$ cat src/design/pts_pkg.sv
// Shared types and constants for the periodic timer slot table.
package pts_pkg;

  localparam int SLOTS_DEFAULT = 16;
  localparam int QUEUE_DEPTH   = 2;
  // wide enough to hold any slot number or slot count in range
  localparam int SLOT_CMP_W    = 9;

  localparam int ACTION_W = 2;
  localparam int SLOT_W   = 4;
  localparam int PERIOD_W = 16;
  localparam int STATUS_W = 2;
  localparam int TICK_W   = 32;

  localparam logic [ACTION_W-1:0] ACT_TICK   = 2'd0;
  localparam logic [ACTION_W-1:0] ACT_ADD    = 2'd1;
  localparam logic [ACTION_W-1:0] ACT_REMOVE = 2'd2;

  localparam logic [STATUS_W-1:0] ST_OK        = 2'd0;
  localparam logic [STATUS_W-1:0] ST_DUPLICATE = 2'd1;
  localparam logic [STATUS_W-1:0] ST_EMPTY     = 2'd2;

  localparam logic KIND_STATUS = 1'b0;
  localparam logic KIND_FIRED  = 1'b1;

  typedef enum logic [2:0] {
    OP_TICK,
    OP_ADD,
    OP_REMOVE,
    OP_ADD_BAD,
    OP_REM_BAD
  } op_t;

  typedef struct packed {
    op_t                 op;
    logic [SLOT_W-1:0]   slot;
    logic [PERIOD_W-1:0] period;
  } request_t;

  typedef struct packed {
    logic empty;
    logic full;
  } queue_status_t;

  typedef enum logic [1:0] {
    B_IDLE,
    B_SCAN,
    B_FLUSH
  } back_state_t;

endpackage

$ cat src/design/pts_ram.sv
// Generic simple dual-port RAM with registered read.
module pts_ram #(
  parameter int WIDTH = 32,
  parameter int DEPTH = 16,
  parameter int ADDR_W = (DEPTH > 1) ? $clog2(DEPTH) : 1
) (
  input  logic              clk,
  input  logic              we,
  input  logic [ADDR_W-1:0] waddr,
  input  logic [WIDTH-1:0]  wdata,
  input  logic [ADDR_W-1:0] raddr,
  output logic [WIDTH-1:0]  rdata
);

  logic [WIDTH-1:0] mem [DEPTH];

  always_ff @(posedge clk) begin
    if (we) begin
      mem[waddr] <= wdata;
    end
    rdata <= mem[raddr];
  end

endmodule

$ cat src/design/pts_front.sv
// Front end: takes requests and classifies them for the back end.
module pts_front import pts_pkg::*; #(
  parameter int SLOTS = SLOTS_DEFAULT
) (
  input  logic                start,
  input  queue_status_t       q_stat,
  input  logic [ACTION_W-1:0] action,
  input  logic [SLOT_W-1:0]   slot_id,
  input  logic [PERIOD_W-1:0] period,
  output logic                push,
  output request_t            req
);

  logic [SLOT_CMP_W-1:0] slot_wide;
  logic                  in_range;
  logic                  known;

  assign slot_wide = SLOT_CMP_W'(slot_id);
  assign in_range  = slot_wide < SLOT_CMP_W'(SLOTS);

  always_comb begin
    req.slot   = slot_id;
    req.period = period;
    req.op     = OP_TICK;
    known      = 1'b1;
    case (action)
      ACT_TICK:   req.op = OP_TICK;
      ACT_ADD:    req.op = in_range ? OP_ADD : OP_ADD_BAD;
      ACT_REMOVE: req.op = in_range ? OP_REMOVE : OP_REM_BAD;
      default:    known  = 1'b0;
    endcase
  end

  // unused action codes are swallowed here
  assign push = start && !q_stat.full && known;

endmodule

$ cat src/design/pts_queue.sv
// Short request queue between front and back end.
module pts_queue import pts_pkg::*; (
  input  logic          clk,
  input  logic          rst,
  input  logic          push,
  input  request_t      push_req,
  input  logic          pop,
  output request_t      head,
  output queue_status_t q_stat
);

  localparam int PTR_W = (QUEUE_DEPTH > 1) ? $clog2(QUEUE_DEPTH) : 1;
  localparam int CNT_W = PTR_W + 1;

  request_t           entries [QUEUE_DEPTH];
  logic [PTR_W-1:0]   wr_ptr;
  logic [PTR_W-1:0]   rd_ptr;
  logic [CNT_W-1:0]   count;

  assign q_stat.empty = (count == '0);
  assign q_stat.full  = (count == CNT_W'(QUEUE_DEPTH));
  assign head         = entries[rd_ptr];

  always_ff @(posedge clk) begin
    if (rst) begin
      wr_ptr <= '0;
      rd_ptr <= '0;
      count  <= '0;
    end else begin
      if (push) begin
        wr_ptr <= (wr_ptr == PTR_W'(QUEUE_DEPTH - 1)) ? '0 : wr_ptr + 1'b1;
      end
      if (pop) begin
        rd_ptr <= (rd_ptr == PTR_W'(QUEUE_DEPTH - 1)) ? '0 : rd_ptr + 1'b1;
      end
      if (push && !pop) begin
        count <= count + 1'b1;
      end else if (pop && !push) begin
        count <= count - 1'b1;
      end
    end
  end

  always_ff @(posedge clk) begin
    if (push) begin
      entries[wr_ptr] <= push_req;
    end
  end

endmodule

$ cat src/design/pts_back.sv
// Back end: executes add/remove and scans slots on each tick.
module pts_back import pts_pkg::*; #(
  parameter int SLOTS = SLOTS_DEFAULT,
  parameter int IDX_W = (SLOTS > 1) ? $clog2(SLOTS) : 1
) (
  input  logic                clk,
  input  logic                rst,
  input  request_t            head,
  input  queue_status_t       q_stat,
  output logic                pop,
  output logic                valid,
  output logic                kind,
  output logic [SLOT_W-1:0]   slot_out,
  output logic [STATUS_W-1:0] status,
  output logic                last_of_run
);

  localparam logic [IDX_W-1:0] LAST_IDX = IDX_W'(SLOTS - 1);

  back_state_t state;
  back_state_t state_next;

  logic [TICK_W-1:0] tick_count;
  logic [SLOTS-1:0]  armed;
  logic [IDX_W-1:0]  idx;
  logic              pend_valid;
  logic [IDX_W-1:0]  pend_slot;

  logic [SLOT_CMP_W-1:0] head_wide;
  logic [IDX_W-1:0]      head_idx;
  logic [SLOT_CMP_W-1:0] pend_wide;

  logic [IDX_W-1:0]    wr_addr;
  logic [IDX_W-1:0]    rd_addr;
  logic                lf_we;
  logic                per_we;
  logic [TICK_W-1:0]   lf_rd;
  logic [PERIOD_W-1:0] per_rd;
  logic [TICK_W-1:0]   elapsed;
  logic                fire;
  logic                arm_set;
  logic                arm_clr;

  logic                res_emit;
  logic                res_kind;
  logic [SLOT_W-1:0]   res_slot;
  logic [STATUS_W-1:0] res_status;
  logic                res_last;

  assign head_wide = SLOT_CMP_W'(head.slot);
  assign head_idx  = head_wide[IDX_W-1:0];
  assign pend_wide = SLOT_CMP_W'(pend_slot);

  // wrap-safe elapsed time
  assign elapsed = tick_count - lf_rd;
  assign fire    = armed[idx] && (elapsed >= TICK_W'(per_rd));

  pts_ram #(.WIDTH(TICK_W), .DEPTH(SLOTS), .ADDR_W(IDX_W)) u_last_fire (
    .clk   (clk),
    .we    (lf_we),
    .waddr (wr_addr),
    .wdata (tick_count),
    .raddr (rd_addr),
    .rdata (lf_rd)
  );

  pts_ram #(.WIDTH(PERIOD_W), .DEPTH(SLOTS), .ADDR_W(IDX_W)) u_period (
    .clk   (clk),
    .we    (per_we),
    .waddr (wr_addr),
    .wdata (head.period),
    .raddr (rd_addr),
    .rdata (per_rd)
  );

  always_comb begin
    state_next = state;
    case (state)
      B_IDLE: begin
        if (!q_stat.empty && head.op == OP_TICK) begin
          state_next = B_SCAN;
        end
      end
      B_SCAN: begin
        if (idx == LAST_IDX) begin
          state_next = B_FLUSH;
        end
      end
      B_FLUSH: state_next = B_IDLE;
      default: state_next = B_IDLE;
    endcase
  end

  always_comb begin
    pop        = 1'b0;
    lf_we      = 1'b0;
    per_we     = 1'b0;
    arm_set    = 1'b0;
    arm_clr    = 1'b0;
    wr_addr    = head_idx;
    rd_addr    = (idx == LAST_IDX) ? '0 : idx + 1'b1;
    res_emit   = 1'b0;
    res_kind   = KIND_STATUS;
    res_slot   = head.slot;
    res_status = ST_OK;
    res_last   = 1'b1;
    case (state)
      B_IDLE: begin
        rd_addr = '0;
        if (!q_stat.empty) begin
          pop = 1'b1;
          case (head.op)
            OP_ADD: begin
              res_emit = 1'b1;
              if (armed[head_idx]) begin
                res_status = ST_DUPLICATE;
              end else begin
                lf_we   = 1'b1;
                per_we  = 1'b1;
                arm_set = 1'b1;
              end
            end
            OP_REMOVE: begin
              res_emit = 1'b1;
              if (armed[head_idx]) begin
                arm_clr = 1'b1;
              end else begin
                res_status = ST_EMPTY;
              end
            end
            OP_ADD_BAD: begin
              res_emit   = 1'b1;
              res_status = ST_DUPLICATE;
            end
            OP_REM_BAD: begin
              res_emit   = 1'b1;
              res_status = ST_EMPTY;
            end
            default: ;
          endcase
        end
      end
      B_SCAN: begin
        // a firing is held back until we know whether another follows
        res_kind = KIND_FIRED;
        res_slot = pend_wide[SLOT_W-1:0];
        res_last = 1'b0;
        if (fire) begin
          lf_we    = 1'b1;
          wr_addr  = idx;
          res_emit = pend_valid;
        end
      end
      B_FLUSH: begin
        res_kind = KIND_FIRED;
        res_slot = pend_wide[SLOT_W-1:0];
        res_emit = pend_valid;
      end
      default: ;
    endcase
  end

  always_ff @(posedge clk) begin
    if (rst) begin
      state      <= B_IDLE;
      tick_count <= '0;
      armed      <= '0;
      idx        <= '0;
      pend_valid <= 1'b0;
      valid      <= 1'b0;
    end else begin
      state <= state_next;
      valid <= res_emit;
      if (arm_set) begin
        armed[head_idx] <= 1'b1;
      end
      if (arm_clr) begin
        armed[head_idx] <= 1'b0;
      end
      case (state)
        B_IDLE: begin
          idx        <= '0;
          pend_valid <= 1'b0;
          if (pop && head.op == OP_TICK) begin
            tick_count <= tick_count + 1'b1;
          end
        end
        B_SCAN: begin
          idx <= idx + 1'b1;
          if (fire) begin
            pend_valid <= 1'b1;
          end
        end
        B_FLUSH: pend_valid <= 1'b0;
        default: ;
      endcase
    end
  end

  always_ff @(posedge clk) begin
    if (state == B_SCAN && fire) begin
      pend_slot <= idx;
    end
    if (res_emit) begin
      kind        <= res_kind;
      slot_out    <= res_slot;
      status      <= res_status;
      last_of_run <= res_last;
    end
  end

endmodule

$ cat src/design/periodic_timer_slot_table_top.sv
// Periodic timer slot table: top level.
//
// Requests (tick, add slot, remove slot) enter on start while busy is low,
// with action, slot_id and period. Unused action codes are dropped.
// Results leave on valid, one cycle each, with kind, slot_out, status and
// last_of_run; the receiver must take every result as it appears.
// The front end classifies each request into a two-entry queue; busy is
// high while that queue is full. The back end works one request at a time.
// Add and remove give their single status result in the cycle after the
// idle back end pops them from the head of the queue. A tick scans the
// slots one per cycle through the last-fire and period RAM read port;
// firings come out in ascending slot order, the last one of the tick
// marked, and a tick on which nothing fires gives nothing.
// Reset (synchronous) empties the queue, disarms all slots and zeroes the
// tick counter; RAM contents are left as they are, as a slot is only read
// after an add has written it. There is no clearing pass.
module periodic_timer_slot_table_top import pts_pkg::*; #(
  parameter int SLOTS = SLOTS_DEFAULT
) (
  input  logic                clk,
  input  logic                rst,
  input  logic                start,
  output logic                busy,
  input  logic [ACTION_W-1:0] action,
  input  logic [SLOT_W-1:0]   slot_id,
  input  logic [PERIOD_W-1:0] period,
  output logic                valid,
  output logic                kind,
  output logic [SLOT_W-1:0]   slot_out,
  output logic [STATUS_W-1:0] status,
  output logic                last_of_run
);

  queue_status_t q_stat;
  request_t      push_req;
  request_t      head;
  logic          push;
  logic          pop;

  assign busy = q_stat.full;

  pts_front #(.SLOTS(SLOTS)) u_front (
    .start   (start),
    .q_stat  (q_stat),
    .action  (action),
    .slot_id (slot_id),
    .period  (period),
    .push    (push),
    .req     (push_req)
  );

  pts_queue u_queue (
    .clk      (clk),
    .rst      (rst),
    .push     (push),
    .push_req (push_req),
    .pop      (pop),
    .head     (head),
    .q_stat   (q_stat)
  );

  pts_back #(.SLOTS(SLOTS)) u_back (
    .clk         (clk),
    .rst         (rst),
    .head        (head),
    .q_stat      (q_stat),
    .pop         (pop),
    .valid       (valid),
    .kind        (kind),
    .slot_out    (slot_out),
    .status      (status),
    .last_of_run (last_of_run)
  );

endmodule

$ cat config.mk
export PLATFORM = sky130hd
export DESIGN_NAME = periodic_timer_slot_table_top
export DESIGN_NICKNAME = d
export VERILOG_FILES = /design/src/design/pts_pkg.sv /design/src/design/pts_ram.sv /design/src/design/pts_front.sv /design/src/design/pts_queue.sv /design/src/design/pts_back.sv /design/src/design/periodic_timer_slot_table_top.sv
export SDC_FILE = /design/constraint.sdc
export NUM_CORES = 1
export LEC_CHECK = 0
export BUFFER_PORTS_ARGS = -buffer_cell sky130_fd_sc_hd__buf_2
export CORE_MARGIN = 1.5
export CORE_UTILIZATION = 63
export DETAILED_ROUTE_END_ITERATION = 12
export PLACE_DENSITY = 0.75
export SYNTH_ARGS = -nofsm -noshare
export SYNTH_HDL_FRONTEND = slang
export SYNTH_HIERARCHICAL = 1
export SYNTH_SLANG_ARGS = --single-unit
$ cat constraint.sdc
create_clock -name clk -period 10.1 [get_ports clk]
set_input_delay 0.505 -clock clk [delete_from_list [all_inputs] [get_ports clk]]
set_output_delay 0.505 -clock clk [all_outputs]
set_load 0.02 [all_outputs]
==> results_dict.tcl <==
set metrics [dict create \
    status "finished, final reports clean" \
    clock_sinks 935 \
    rr_endpoint "u_back/u_last_fire/mem[3][28]$_DFFE_PP_" \
    grt_pass1_vias 20246 \
    r2r_cells 18 \
    track_usage_pct 27.7 \
    final_cells 3000 \
    layout_min_cycle_time_ns 6.95 \
    crit_top_cell "a21o_1" \
    p_leak_nw 13.7 \
    htree_levels 3 \
    setup_tns_ns 0 \
    nNetsFinal 2230 \
    critPathTopFamily "simple AND/OR/NAND/NOR gates" \
    syn2layout_area_growth_pct 10.5 \
    crit_chain "ha_1 > a21o_1 > a31o_1 > o21a_4 > a41oi_4 > o21bai_1 > xor2_1 > ha_1 > a21o_1 > a21o_1 > a2111oi_0 > o2111ai_1 > nor4b_1 > and4_4 > nor3_4 > mux2_4 > or3b_2 > nor2_4" \
    synth_flop_cell "edfxtp_1" \
    crit_required_ns 10.36 \
    syn-cell-area_um2 37800 \
    dp_hpwl_um 49000 \
    routed_wl_um 82400 \
    coreArea_um2 59100 \
    die_y_um 248 \
    async_flop_share_pct 0 \
    hold_end "u_queue/entries[0][5]$_DFFE_PP_" \
    slowest_stage "nor2_4" \
    ctsRootBufferMaster "clkbuf_16" \
    numPortBuffers 34 \
    clock_latency_ns 0.66 \
    tightestPinTransition_ns 1.32 \
    power.density_nw_per_um2 204 \
    critPathBufInv 0 \
    grt_max_degree 136 \
    timing.slew.headroom_pct 11.6 \
    num_vias 19785 \
    critPathKind "register to register" \
    rows 89 \
    cts_buffers 91 \
    ys_top_cells_by_area "edfxtp_1 (66%), mux4_2 (11%), dfxtp_1 (5.8%), a22oi_1 (1.9%), ha_1 (1.8%)" \
    ys_types 78 \
    drt_iter0_markers 2135 \
    dp_cells 2830 \
    dieArea_um2 61400 \
    drive_gt1_share_pct 21.4 \
    antenna_left 0 \
    drv_slew 0 \
    antenna_cells 0 \
    pin_count 35 \
    synth_warnings 6 \
    yosysSeqAreaShare_pct 71.5 \
    cts_hold_buffers 0 \
    fp.dieW_um 248 \
    synth_top_area_cell "edfxtp_1" \
    finalHoldViolations 0 \
    worstHoldPathCells 1 \
    globalplace.congestion 0.882 \
    synth_top_area_share_pct 65.7 \
    cap_violations 0 \
    synth_edf_count 826 \
    synthCells 2096 \
    ctsResizeCount 0 \
    cts_tree "yes" \
    cp.arrival_ns 7.21 \
    fin_crit_sh_pct 68.8 \
    cts_setup_buffers 0 \
    global_route.overflow_total 0 \
    startpoint_type "register" \
    ir_drop_uv 196 \
    r2r_slack_ns 3.15 \
    clkTransAtPathRegs_ns 0.06 \
    finClkSkew_ns 0.0385 \
    antenna_found_initial 0 \
    drt-wirelength-per-cell_um 27.5 \
    post-route-drc-count 0 \
    ys_seq_elements 935 \
    cpPeakStageDelay_ns 1.02 \
    critPathCaptureType "register" \
    start_util_pct 63.9 \
    setup_viol 0 \
    rsz0062_at_grt "no" \
    synth.avg_cell_area_um2 18.0 \
    hp-start "period[5]" \
    cts_buffer_depth 3 \
    grt_pass1_wl_um 124000 \
    path_max_fanout 32 \
    synth_nets 2176 \
    min_path_type "primary input to register" \
    viasPerCell 6.60 \
    timing.fmax_mhz 144 \
    timing.rr.start "u_back/tick_count[4]$_SDFFE_PP0P_" \
    firstDrtPassIters 5 \
]
-- kinds of logic (layout without fill, tap and decap cells) --
logic type                 count (synthesis)  count (layout)  synth area share (%)
DFF                                      935             935                  71.5
and+or+nand+nor                          351             351                  4.59
AOI/OAI and AO/OA                        292             292                  5.49
muxes                                    237             237                  13.2
buffers and inverters                    176             307                  2.25
adders and majority gates                 55              55                  1.84
xor gates and xnor gates                  49              49                  1.14
other                                      1               1               0.00993
-- synthesized netlist by cell type (16+ instances only) --
cell / number
a211oi_1: 20
a21o_1: 20
a21oi_1: 65
a22oi_1: 96
buf_2: 16
buf_4: 35
clkbuf_1: 41
dfxtp_1: 109
edfxtp_1: 826
ha_1: 54
inv_1: 63
mux2_2: 27
mux4_2: 192
nand2_1: 102
nand3_1: 21
nor2_1: 97
nor3_1: 22
o21ai_0: 23
xnor2_1: 18
xor2_1: 31
-- worst max path at each step --
stage,end,slack (ns),start,cells after the start
after global placement,u_back/u_last_fire/mem[3][29]$_DFFE_PP_,3.51,u_back/tick_count[4]$_SDFFE_PP0P_,18
after floorplan,u_back/u_last_fire/mem[0][0]$_DFFE_PP_,2.74,u_back/tick_count[4]$_SDFFE_PP0P_,18
after detailed placement,u_back/u_last_fire/mem[3][25]$_DFFE_PP_,3.27,u_back/tick_count[4]$_SDFFE_PP0P_,18
after CTS,u_back/u_last_fire/mem[2][4]$_DFFE_PP_,3.18,u_back/tick_count[4]$_SDFFE_PP0P_,18
after global routing,u_back/u_last_fire/mem[3][15]$_DFFE_PP_,2.83,u_back/tick_count[4]$_SDFFE_PP0P_,18
final,u_back/u_last_fire/mem[3][28]$_DFFE_PP_,3.15,u_back/tick_count[4]$_SDFFE_PP0P_,18
-- where the power goes --
group	internal (W)	total (W)	switching, W
Clock	0.00190	0.00330	0.00141
Sequential	0.00436	0.00440	0.0000432
Combinational	0.000326	0.000825	0.000499
-- area by class of cell --
type | instances | area [um^2]
Tap cell | 773 | 967
Fill cell | 3574 | 17400
Clock buffer | 133 | 2520
Sequential cell | 935 | 27000
Multi-Input combinational cell | 985 | 10100
Timing Repair Buffer | 73 | 488
Clock inverter | 37 | 413
Inverter | 64 | 240
-- flip-flops by register name, summed over array words and instances, names as in the netlist, 4 cells and up, named ones only --
| signal | flops |
|---|---|
| u_back/idx | 4 |
| u_back/u_last_fire/mem | 512 |
| u_back/tick_count | 32 |
| u_back/slot_out | 4 |
| u_back/u_period/mem | 256 |
| u_queue/entries | 46 |
| u_back/pend_slot | 4 |
| u_back/armed | 16 |
| u_back/u_period/rdata | 16 |
| u_back/u_last_fire/rdata | 32 |
-- through the flow --
stage | power (W) | utilization [%] | setup slack, ns | instance area, um^2 | hold slack [ns]
floorplan | 0.00508 | - | 2.74 | 37800 | 0.406
global placement | 0.00528 | 65.6 | 3.51 | 38800 | 0.481
detailed placement | 0.00531 | 65.6 | 3.27 | 38800 | 0.505
CTS | 0.00858 | 70.6 | 3.18 | 41700 | 0.0303
global route | 0.00880 | 70.6 | 2.83 | 41700 | 0.0474
finish | 0.00853 | 70.6 | 3.15 | 41700 | 0.0610
-- placed cells by master, fill, tap and decap left out, types with 11 or more instances in the layout --
cell type	count
nor3_1	14
nand2_1	102
or3_1	14
clkbuf_1	35
ha_1	54
nand4_1	12
a21o_1	20
xor2_1	31
mux2_2	27
a21oi_1	65
a211oi_1	20
a22oi_1	96
nor2_1	73
clkinv_2	12
inv_1	63
xnor2_1	18
buf_2	34
mux4_2	192
clkinv_1	11
buf_4	37
o21ai_0	23
dfxtp_1	109
edfxtp_1	826
nand3_1	21
clkbuf_16	92
nor2_4	15
-- routing by layer --
metal	GRT usage (%)	up-vias	part of all wire, %
met5	0	-	0
met4	8.18	0	2.1
met3	4.58	120	8.2
met2	44.0	914	48
met1	40.1	10229	41
li1	-	8522	-
Power figures use the tool's default switching activity.
